==> config.mk <==
export PLATFORM = sky130hd
export DESIGN_NAME = wide_char_to_utf8_encoder
export DESIGN_NICKNAME = d
export VERILOG_FILES = /design/src/rtl/core/wcu8_pkg.sv /design/src/rtl/core/wide_char_to_utf8_encoder.sv /design/src/rtl/core/wcu8_front.sv /design/src/rtl/core/wcu8_fifo.sv /design/src/rtl/core/wcu8_back.sv
export VERILOG_INCLUDE_DIRS = /design/src /design/src/rtl/core
export SDC_FILE = /design/constraint.sdc
export NUM_CORES = 1
export LEC_CHECK = 0
export BUFFER_PORTS_ARGS = -buffer_cell sky130_fd_sc_hd__buf_2
export CAP_MARGIN = 20
export CORE_MARGIN = 4
export CORE_UTILIZATION = 60
export CTS_BUF_LIST = sky130_fd_sc_hd__clkbuf_4
export DETAILED_ROUTE_END_ITERATION = 10
export PLACE_DENSITY = 0.81
export REMOVE_ABC_BUFFERS = 1
export SLEW_MARGIN = 20
export SYNTH_ARGS = -nofsm -noshare
export SYNTH_HDL_FRONTEND = slang
export SYNTH_SLANG_ARGS = --single-unit
==> constraint.sdc <==
create_clock -name i_clk -period 3 [get_ports i_clk]
set_clock_uncertainty 0.05 [all_clocks]
set_input_delay 0.6 -clock i_clk [delete_from_list [all_inputs] [get_ports i_clk]]
set_output_delay 0.6 -clock i_clk [all_outputs]
set_load 0.02 [all_outputs]
==> src/rtl/core/assert_macros.svh <==
// ----------------------------------------------------------------------------
// Assertion macros
// Shared wrappers for the concurrent checks of the encoder core.
// ----------------------------------------------------------------------------
`ifndef ASSERT_MACROS_SVH
`define ASSERT_MACROS_SVH

// Checked on every rising edge outside reset.
`define ASSERT_CLK(lbl, clk, rst_n, prop, msg) \
    lbl: assert property (@(posedge clk) disable iff (!rst_n) prop) else $error(msg);

// Checked on every rising edge, reset included.
`define ASSERT_ALWAYS(lbl, clk, prop, msg) \
    lbl: assert property (@(posedge clk) prop) else $error(msg);

`endif

==> src/rtl/core/wcu8_pkg.sv <==
// ----------------------------------------------------------------------------
// wcu8_pkg
// Types and constants shared by the wide character to UTF-8 encoder.
// ----------------------------------------------------------------------------
package wcu8_pkg;

    localparam int unsigned MaxBytes = 4;

    localparam logic [31:0] Lim1Byte   = 32'h0000_007F;
    localparam logic [31:0] Lim2Byte   = 32'h0000_07FF;
    localparam logic [31:0] LimLowBmp  = 32'h0000_D7FF;
    localparam logic [31:0] HighSurLo  = 32'h0000_D800;
    localparam logic [31:0] HighSurHi  = 32'h0000_DBFF;
    localparam logic [31:0] LowSurLo   = 32'h0000_DC00;
    localparam logic [31:0] LowSurHi   = 32'h0000_DFFF;
    localparam logic [31:0] HighBmpLo  = 32'h0000_E000;
    localparam logic [31:0] LimBmp     = 32'h0000_FFFF;
    localparam logic [31:0] LimUnicode = 32'h0010_FFFF;

    localparam logic [7:0] Lead2 = 8'b1100_0000;
    localparam logic [7:0] Lead3 = 8'b1110_0000;
    localparam logic [7:0] Lead4 = 8'b1111_0000;
    localparam logic [7:0] Cont  = 8'b1000_0000;

    // One encoded request as it travels from the front end to the serializer.
    typedef struct packed {
        logic [MaxBytes-1:0][7:0] bytes;
        logic [1:0]               last_idx;
        logic                     err;
    } t_rec;

    // Status of the request queue as seen by the front end and serializer.
    typedef struct packed {
        logic full;
        logic valid;
    } t_q_status;

endpackage

==> src/rtl/core/wide_char_to_utf8_encoder.sv <==
// ----------------------------------------------------------------------------
// wide_char_to_utf8_encoder
// Encodes wide code units, UTF-16 surrogate halves included, into UTF-8 bytes.
//
//   Channel  Handshake                 Payload
//   input    i_in_valid / o_in_stall   i_code_unit[31:0]
//   output   o_out_valid / i_out_stall o_out_byte[7:0], o_last_of_run,
//                                      o_encode_error
//   config   i_cfg_we                  i_cfg_wdata
//
// The output sends one byte per cycle while i_out_stall is low; a request
// yields one to four bytes, and the serializer sets that rate.
// A request is held in the queue and then in the serializer's record before
// its first byte is valid on the output.
// The input takes a request every cycle while the queue has room.
// Synchronous active-low reset empties the queue, clears the surrogate state
// and sets direct supplementary encoding on.
// ----------------------------------------------------------------------------
module wide_char_to_utf8_encoder #(
    parameter int unsigned QUEUE_DEPTH = 2
) (
    input  logic        i_clk,
    input  logic        i_rst_n,
    input  logic        i_cfg_we,
    input  logic        i_cfg_wdata,
    input  logic        i_in_valid,
    output logic        o_in_stall,
    input  logic [31:0] i_code_unit,
    output logic        o_out_valid,
    input  logic        i_out_stall,
    output logic [7:0]  o_out_byte,
    output logic        o_last_of_run,
    output logic        o_encode_error
);

    wcu8_pkg::t_q_status q_status;
    wcu8_pkg::t_rec      push_rec;
    wcu8_pkg::t_rec      head_rec;
    logic                push;
    logic                pop;

    wcu8_front u_front (
        .i_clk       (i_clk),
        .i_rst_n     (i_rst_n),
        .i_cfg_we    (i_cfg_we),
        .i_cfg_wdata (i_cfg_wdata),
        .i_in_valid  (i_in_valid),
        .i_code_unit (i_code_unit),
        .i_q_status  (q_status),
        .o_in_stall  (o_in_stall),
        .o_push      (push),
        .o_rec       (push_rec)
    );

    wcu8_fifo #(
        .DEPTH (QUEUE_DEPTH)
    ) u_fifo (
        .i_clk      (i_clk),
        .i_rst_n    (i_rst_n),
        .i_push     (push),
        .i_push_rec (push_rec),
        .i_pop      (pop),
        .o_status   (q_status),
        .o_head     (head_rec)
    );

    wcu8_back u_back (
        .i_clk          (i_clk),
        .i_rst_n        (i_rst_n),
        .i_q_status     (q_status),
        .i_head         (head_rec),
        .o_pop          (pop),
        .o_out_valid    (o_out_valid),
        .i_out_stall    (i_out_stall),
        .o_out_byte     (o_out_byte),
        .o_last_of_run  (o_last_of_run),
        .o_encode_error (o_encode_error)
    );

endmodule

==> src/rtl/core/wcu8_front.sv <==
// ----------------------------------------------------------------------------
// wcu8_front
// Accepts code units, classifies them, tracks the surrogate state and builds
// the complete byte record for each request.
// ----------------------------------------------------------------------------
`include "assert_macros.svh"

module wcu8_front (
    input  logic                i_clk,
    input  logic                i_rst_n,
    input  logic                i_cfg_we,
    input  logic                i_cfg_wdata,
    input  logic                i_in_valid,
    input  logic [31:0]         i_code_unit,
    input  wcu8_pkg::t_q_status i_q_status,
    output logic                o_in_stall,
    output logic                o_push,
    output wcu8_pkg::t_rec      o_rec
);

    logic       r_direct_en;
    logic       r_pending;
    logic [1:0] r_bits;
    logic       n_pending;
    logic [1:0] n_bits;
    logic       accept;
    logic [4:0] plane;
    logic [31:0] v;

    assign v          = i_code_unit;
    assign o_in_stall = i_q_status.full;
    assign accept     = i_in_valid && !i_q_status.full;
    assign o_push     = accept;
    assign plane      = {1'b0, v[9:6]} + 5'd1;

    always_comb begin
        o_rec     = '0;
        n_pending = 1'b0;
        n_bits    = 2'b00;
        if (v <= wcu8_pkg::Lim1Byte) begin
            o_rec.bytes[0] = v[7:0];
            o_rec.last_idx = 2'd0;
        end else if (v <= wcu8_pkg::Lim2Byte) begin
            o_rec.bytes[0] = wcu8_pkg::Lead2 | {3'b000, v[10:6]};
            o_rec.bytes[1] = wcu8_pkg::Cont | {2'b00, v[5:0]};
            o_rec.last_idx = 2'd1;
        end else if (v <= wcu8_pkg::LimLowBmp
                     || (v >= wcu8_pkg::HighBmpLo && v <= wcu8_pkg::LimBmp)) begin
            o_rec.bytes[0] = wcu8_pkg::Lead3 | {4'b0000, v[15:12]};
            o_rec.bytes[1] = wcu8_pkg::Cont | {2'b00, v[11:6]};
            o_rec.bytes[2] = wcu8_pkg::Cont | {2'b00, v[5:0]};
            o_rec.last_idx = 2'd2;
        end else if (v >= wcu8_pkg::HighSurLo && v <= wcu8_pkg::HighSurHi) begin
            // The plane is the high surrogate's top four payload bits plus one.
            o_rec.bytes[0] = wcu8_pkg::Lead4 | {5'b00000, plane[4:2]};
            o_rec.bytes[1] = wcu8_pkg::Cont | {2'b00, plane[1:0], v[5:2]};
            o_rec.last_idx = 2'd1;
            n_pending      = 1'b1;
            n_bits         = v[1:0];
        end else if (v >= wcu8_pkg::LowSurLo && v <= wcu8_pkg::LowSurHi) begin
            if (!r_pending) begin
                // An isolated low half reports an error and keeps the state.
                o_rec.err = 1'b1;
                n_pending = r_pending;
                n_bits    = r_bits;
            end else begin
                o_rec.bytes[0] = wcu8_pkg::Cont | {2'b00, r_bits, v[9:6]};
                o_rec.bytes[1] = wcu8_pkg::Cont | {2'b00, v[5:0]};
                o_rec.last_idx = 2'd1;
            end
        end else if (r_direct_en && v <= wcu8_pkg::LimUnicode) begin
            o_rec.bytes[0] = wcu8_pkg::Lead4 | {5'b00000, v[20:18]};
            o_rec.bytes[1] = wcu8_pkg::Cont | {2'b00, v[17:12]};
            o_rec.bytes[2] = wcu8_pkg::Cont | {2'b00, v[11:6]};
            o_rec.bytes[3] = wcu8_pkg::Cont | {2'b00, v[5:0]};
            o_rec.last_idx = 2'd3;
        end else begin
            o_rec.err = 1'b1;
        end
    end

    always_ff @(posedge i_clk) begin
        if (!i_rst_n) begin
            r_direct_en <= 1'b1;
            r_pending   <= 1'b0;
            r_bits      <= 2'b00;
        end else begin
            if (i_cfg_we) begin
                r_direct_en <= i_cfg_wdata;
            end
            if (accept) begin
                r_pending <= n_pending;
                r_bits    <= n_bits;
            end
        end
    end

    `ASSERT_CLK(a_high_sets_pending, i_clk, i_rst_n,
        accept && i_code_unit >= wcu8_pkg::HighSurLo && i_code_unit <= wcu8_pkg::HighSurHi
        |=> r_pending && r_bits == $past(i_code_unit[1:0]),
        "high surrogate did not leave pending state")
    `ASSERT_CLK(a_error_single, i_clk, i_rst_n,
        o_push && o_rec.err |-> o_rec.last_idx == 2'd0 && o_rec.bytes == '0,
        "error record is not a single zero byte")

endmodule

==> src/rtl/core/wcu8_fifo.sv <==
// ----------------------------------------------------------------------------
// wcu8_fifo
// Short request queue between the front end and the byte serializer.
// ----------------------------------------------------------------------------
`include "assert_macros.svh"

module wcu8_fifo #(
    parameter int unsigned DEPTH = 2
) (
    input  logic                i_clk,
    input  logic                i_rst_n,
    input  logic                i_push,
    input  wcu8_pkg::t_rec      i_push_rec,
    input  logic                i_pop,
    output wcu8_pkg::t_q_status o_status,
    output wcu8_pkg::t_rec      o_head
);

    localparam int unsigned PtrW = (DEPTH > 1) ? $clog2(DEPTH) : 1;
    localparam int unsigned CntW = $clog2(DEPTH + 1);

    wcu8_pkg::t_rec r_mem [DEPTH];
    logic [PtrW-1:0] r_wr_ptr;
    logic [PtrW-1:0] r_rd_ptr;
    logic [CntW-1:0] r_count;
    logic            do_push;
    logic            do_pop;

    assign o_status.full  = (r_count == CntW'(DEPTH));
    assign o_status.valid = (r_count != '0);
    assign o_head         = r_mem[r_rd_ptr];
    assign do_push        = i_push && !o_status.full;
    assign do_pop         = i_pop && o_status.valid;

    always_ff @(posedge i_clk) begin
        if (do_push) begin
            r_mem[r_wr_ptr] <= i_push_rec;
        end
    end

    always_ff @(posedge i_clk) begin
        if (!i_rst_n) begin
            r_wr_ptr <= '0;
            r_rd_ptr <= '0;
            r_count  <= '0;
        end else begin
            if (do_push) begin
                r_wr_ptr <= (r_wr_ptr == PtrW'(DEPTH - 1)) ? '0 : r_wr_ptr + 1'b1;
            end
            if (do_pop) begin
                r_rd_ptr <= (r_rd_ptr == PtrW'(DEPTH - 1)) ? '0 : r_rd_ptr + 1'b1;
            end
            if (do_push && !do_pop) begin
                r_count <= r_count + 1'b1;
            end else if (do_pop && !do_push) begin
                r_count <= r_count - 1'b1;
            end
        end
    end

    `ASSERT_CLK(a_count_bound, i_clk, i_rst_n,
        r_count <= CntW'(DEPTH),
        "queue count beyond depth")
    `ASSERT_CLK(a_no_lost_push, i_clk, i_rst_n,
        i_push |-> !o_status.full,
        "request pushed into a full queue")

endmodule

==> src/rtl/core/wcu8_back.sv <==
// ----------------------------------------------------------------------------
// wcu8_back
// Serializer that takes queue records and sends one byte per cycle when not stalled.
// ----------------------------------------------------------------------------
`include "assert_macros.svh"

module wcu8_back (
    input  logic                i_clk,
    input  logic                i_rst_n,
    input  wcu8_pkg::t_q_status i_q_status,
    input  wcu8_pkg::t_rec      i_head,
    output logic                o_pop,
    output logic                o_out_valid,
    input  logic                i_out_stall,
    output logic [7:0]          o_out_byte,
    output logic                o_last_of_run,
    output logic                o_encode_error
);

    wcu8_pkg::t_rec r_rec;
    logic           r_busy;
    logic [1:0]     r_idx;
    logic           out_take;
    logic           is_last;

    assign is_last        = (r_idx == r_rec.last_idx);
    assign out_take       = r_busy && !i_out_stall;
    // A new record loads when nothing is held or the final byte leaves now.
    assign o_pop          = i_q_status.valid && (!r_busy || (out_take && is_last));
    assign o_out_valid    = r_busy;
    assign o_out_byte     = r_rec.bytes[r_idx];
    assign o_last_of_run  = is_last;
    assign o_encode_error = r_rec.err;

    always_ff @(posedge i_clk) begin
        if (o_pop) begin
            r_rec <= i_head;
        end
    end

    always_ff @(posedge i_clk) begin
        if (!i_rst_n) begin
            r_busy <= 1'b0;
            r_idx  <= 2'd0;
        end else begin
            if (o_pop) begin
                r_busy <= 1'b1;
                r_idx  <= 2'd0;
            end else if (out_take) begin
                if (is_last) begin
                    r_busy <= 1'b0;
                    r_idx  <= 2'd0;
                end else begin
                    r_idx <= r_idx + 2'd1;
                end
            end
        end
    end

    `ASSERT_CLK(a_idx_in_run, i_clk, i_rst_n,
        r_busy |-> r_idx <= r_rec.last_idx,
        "byte index ran past the last byte")
    `ASSERT_CLK(a_stall_holds_idx, i_clk, i_rst_n,
        r_busy && i_out_stall |=> r_busy && $stable(r_idx),
        "byte index moved while the output was stalled")

endmodule

==> reports/metrics.yaml <==
placeableCoreArea_um2: 7810
p_per_area_nw_per_um2: 704
switchingPower_mw: 1.18
pwr-share-seq_pct: 55.2
reg2reg_slack_ns: 0.65
p_leak_nw: 1.94
p_int_mw: 2.62
hpwl_um: 7550
grt_pass1_vias: 3298
async_flop_share_pct: 0
holdBufCountCts: 0
grt_max_degree: 33
end_kind: "output pin"
timing.final.crit_share_pct: 82.2
pwr-share-comb_pct: 27.5
synthToLayoutAreaGrowth_pct: 11.2
gp_congestion: 0.992
synth.largest_area_cell: "edfxtp_1"
clock_sinks: 104
insertion_delay_ns: 0.45
final_area_um2: 5400
cts_resized: 0
yosysWarnings: 0
wl_per_cell_um: 21.0
synthCells: 342
synthSimpleGateAreaFrac_pct: 12.8
clockBufferDepth: 2
tritoncts: "done"
post-cts-setup-buffers: 0
pre_cts_slack_ns: 0.176
drv_slew: 0
tightest_slew_ns: 0.583
synth_xor_area_share_pct: 1.44
grt_overflow: 0
avgSynthCellArea_um2: 14.2
drc: 0
clkPwrFrac_pct: 17.3
status: "finished, final reports clean"
fin_util_pct: 69.1
die_height_um: 97.9
slew_headroom_pct: 60.8
slowest_delay_ns: 0.54
critPathLaunchType: "flop"
slowest_stage: "mux4_2"
cp_cell_sequence: "buf_4, mux4_2, buf_2"
critPathMaxFanout: 11
drt_first_pass_iters: 6
antenna_found_initial: 0
synth.yosys.seq_area_share_pct: 62.1
setup_viol: 0
drt_iter0_markers: 266
place_inst: 491
grt_pass1_wl_um: 17400
peakVddDrop_mv: 0.651
wirelength_um: 10700
start_util_pct: 62.1
vias: 3195
synth_ff_type: "edfxtp_1"
numCtsBuffers: 9
p_total_mw: 3.80
cp.arrival_ns: 1.82
crit_buf_inv: 2
track_usage_pct: 23.6
hold_class: "in -> reg"
finalHoldViolCount: 0
clk_pin_slew_ns: 0.17
cap_violations: 0
yosysMostFrequentCell: "edfxtp_1"
viasPerCell: 6.30
swShare_pct: 31.0
synth_edf_count: 93
fp-row-count: 32
fin_tns_setup_ns: 0
setup_ws_ns: 0.533
drtAntennaViolNets: 0
synth_area_um2: 4850
worst_hold_slack_ns: 0.322
worst_path_dominant_cell_family: "multiplexers"
synth_top_family_by_area: "simple AND/OR/NAND/NOR gates"
fmaxAchievable_mhz: 405
synth_cell_types: 59
clk_root_buffer_cell: "clkbuf_4"
htree_levels: 3
synth_top_area_share_pct: 57.6
drive_gt1_share_pct: 31.9
synthAdderAreaFrac_pct: 1.03
die_x_um: 97.9
place.port_buffers: 49
synth_compound_area_share_pct: 9.82
synthTopCellsByCount: "edfxtp_1, mux2_2, nand2_1, nor2_1, a21oi_1"
yosys-mux-area-fraction_pct: 10.9
placed_area_um2: 5270
layout.cells.non_filler: 507
rsz0062_at_grt: "no"
nets: 442
crit_type: "reg -> out"
synth.area.top_cells: "edfxtp_1, mux2_2, dfxtp_1, mux4_2, nor4_4"
pin_count: 50
worstPathRequired_ns: 2.35
min_period_ns: 2.47
dieArea_um2: 9590
yosys_register_bits: 104
## power groups by stage
stage          Clock [mW]  Sequential, mW  Combinational, mW
3_3_place_gp            0            2.11               1.05
4_1_cts             0.662            2.10               1.07
2_1_floorplan           0            2.16              0.650
3_5_place_dp            0            2.13               1.06
6_report            0.656            2.09               1.05
5_1_grt             0.745            2.13               1.14
## kinds of logic after synthesis
family	Yosys count
flops	104
simple gates	99
compound gates	64
mux	40
buf+inv	23
xor+xnor	8
fa+ha+maj	4
## cell usage in the layout (no fill, tap or decap), types with 7 or more instances in the layout
master / instances
edfxtp_1: 93
buf_2: 49
mux2_2: 32
nand2_1: 17
nor2_1: 14
a21oi_1: 12
buf_4: 12
and2_1: 11
dfxtp_1: 11
nand3_1: 10
clkbuf_4: 9
inv_1: 8
nor3_1: 8
and3_1: 8
mux4_2: 7
## tightest hold or removal path, cell delays in order
cell and delay, ns:
buf_2 0.07, mux2i_1 0.05, nand2_1 0.06
## worst paths after layout
| path | end | startpoint | cells past startpoint |
|---|---|---|---|
| max | o_out_byte[0] | u_back.r_idx[0]$_SDFFE_PP0P_ | 3 |
| min | u_front.r_direct_en$_SDFFE_PN1P_ | i_cfg_wdata | 3 |
| max reg2reg | u_fifo.r_count[1]$_SDFFE_PN0P_ | u_back.r_rec[26]$_DFFE_PP_ | 6 |
| min reg2reg | u_front.r_bits[0]$_SDFFE_PN0P_ | u_front.r_bits[0]$_SDFFE_PN0P_ | 2 |
## per-layer routing
metal / part of all wire, % / global-route usage [%]
met1: 41 / 30.6
met3: 6.2 / 3.71
met4: 2.7 / 10.5
met2: 50 / 39.3
met5: 0 / 0
## cell type report
class | count | area [um^2]
clock inverters | 6 | 55.1
inverters | 8 | 30.0
well taps | 102 | 128
clock buffers | 9 | 67.6
fillers | 561 | 2410
diodes | 1 | 2.50
repair buffers | 62 | 355
multi-input cells | 215 | 1750
flip-flops and latches | 104 | 3010
## flip-flops by register name (all words and copies together), names as in the netlist
register	cells
u_back.o_encode_error	1
u_back.o_out_valid	1
u_back.r_idx	2
u_back.r_rec	30
u_fifo.r_count	2
u_fifo.r_mem	62
u_fifo.r_rd_ptr	1
u_fifo.r_wr_ptr	1
u_front.r_bits	2
u_front.r_direct_en	1
u_front.r_pending	1
No activity file was read; power rests on OpenSTA's default activity.
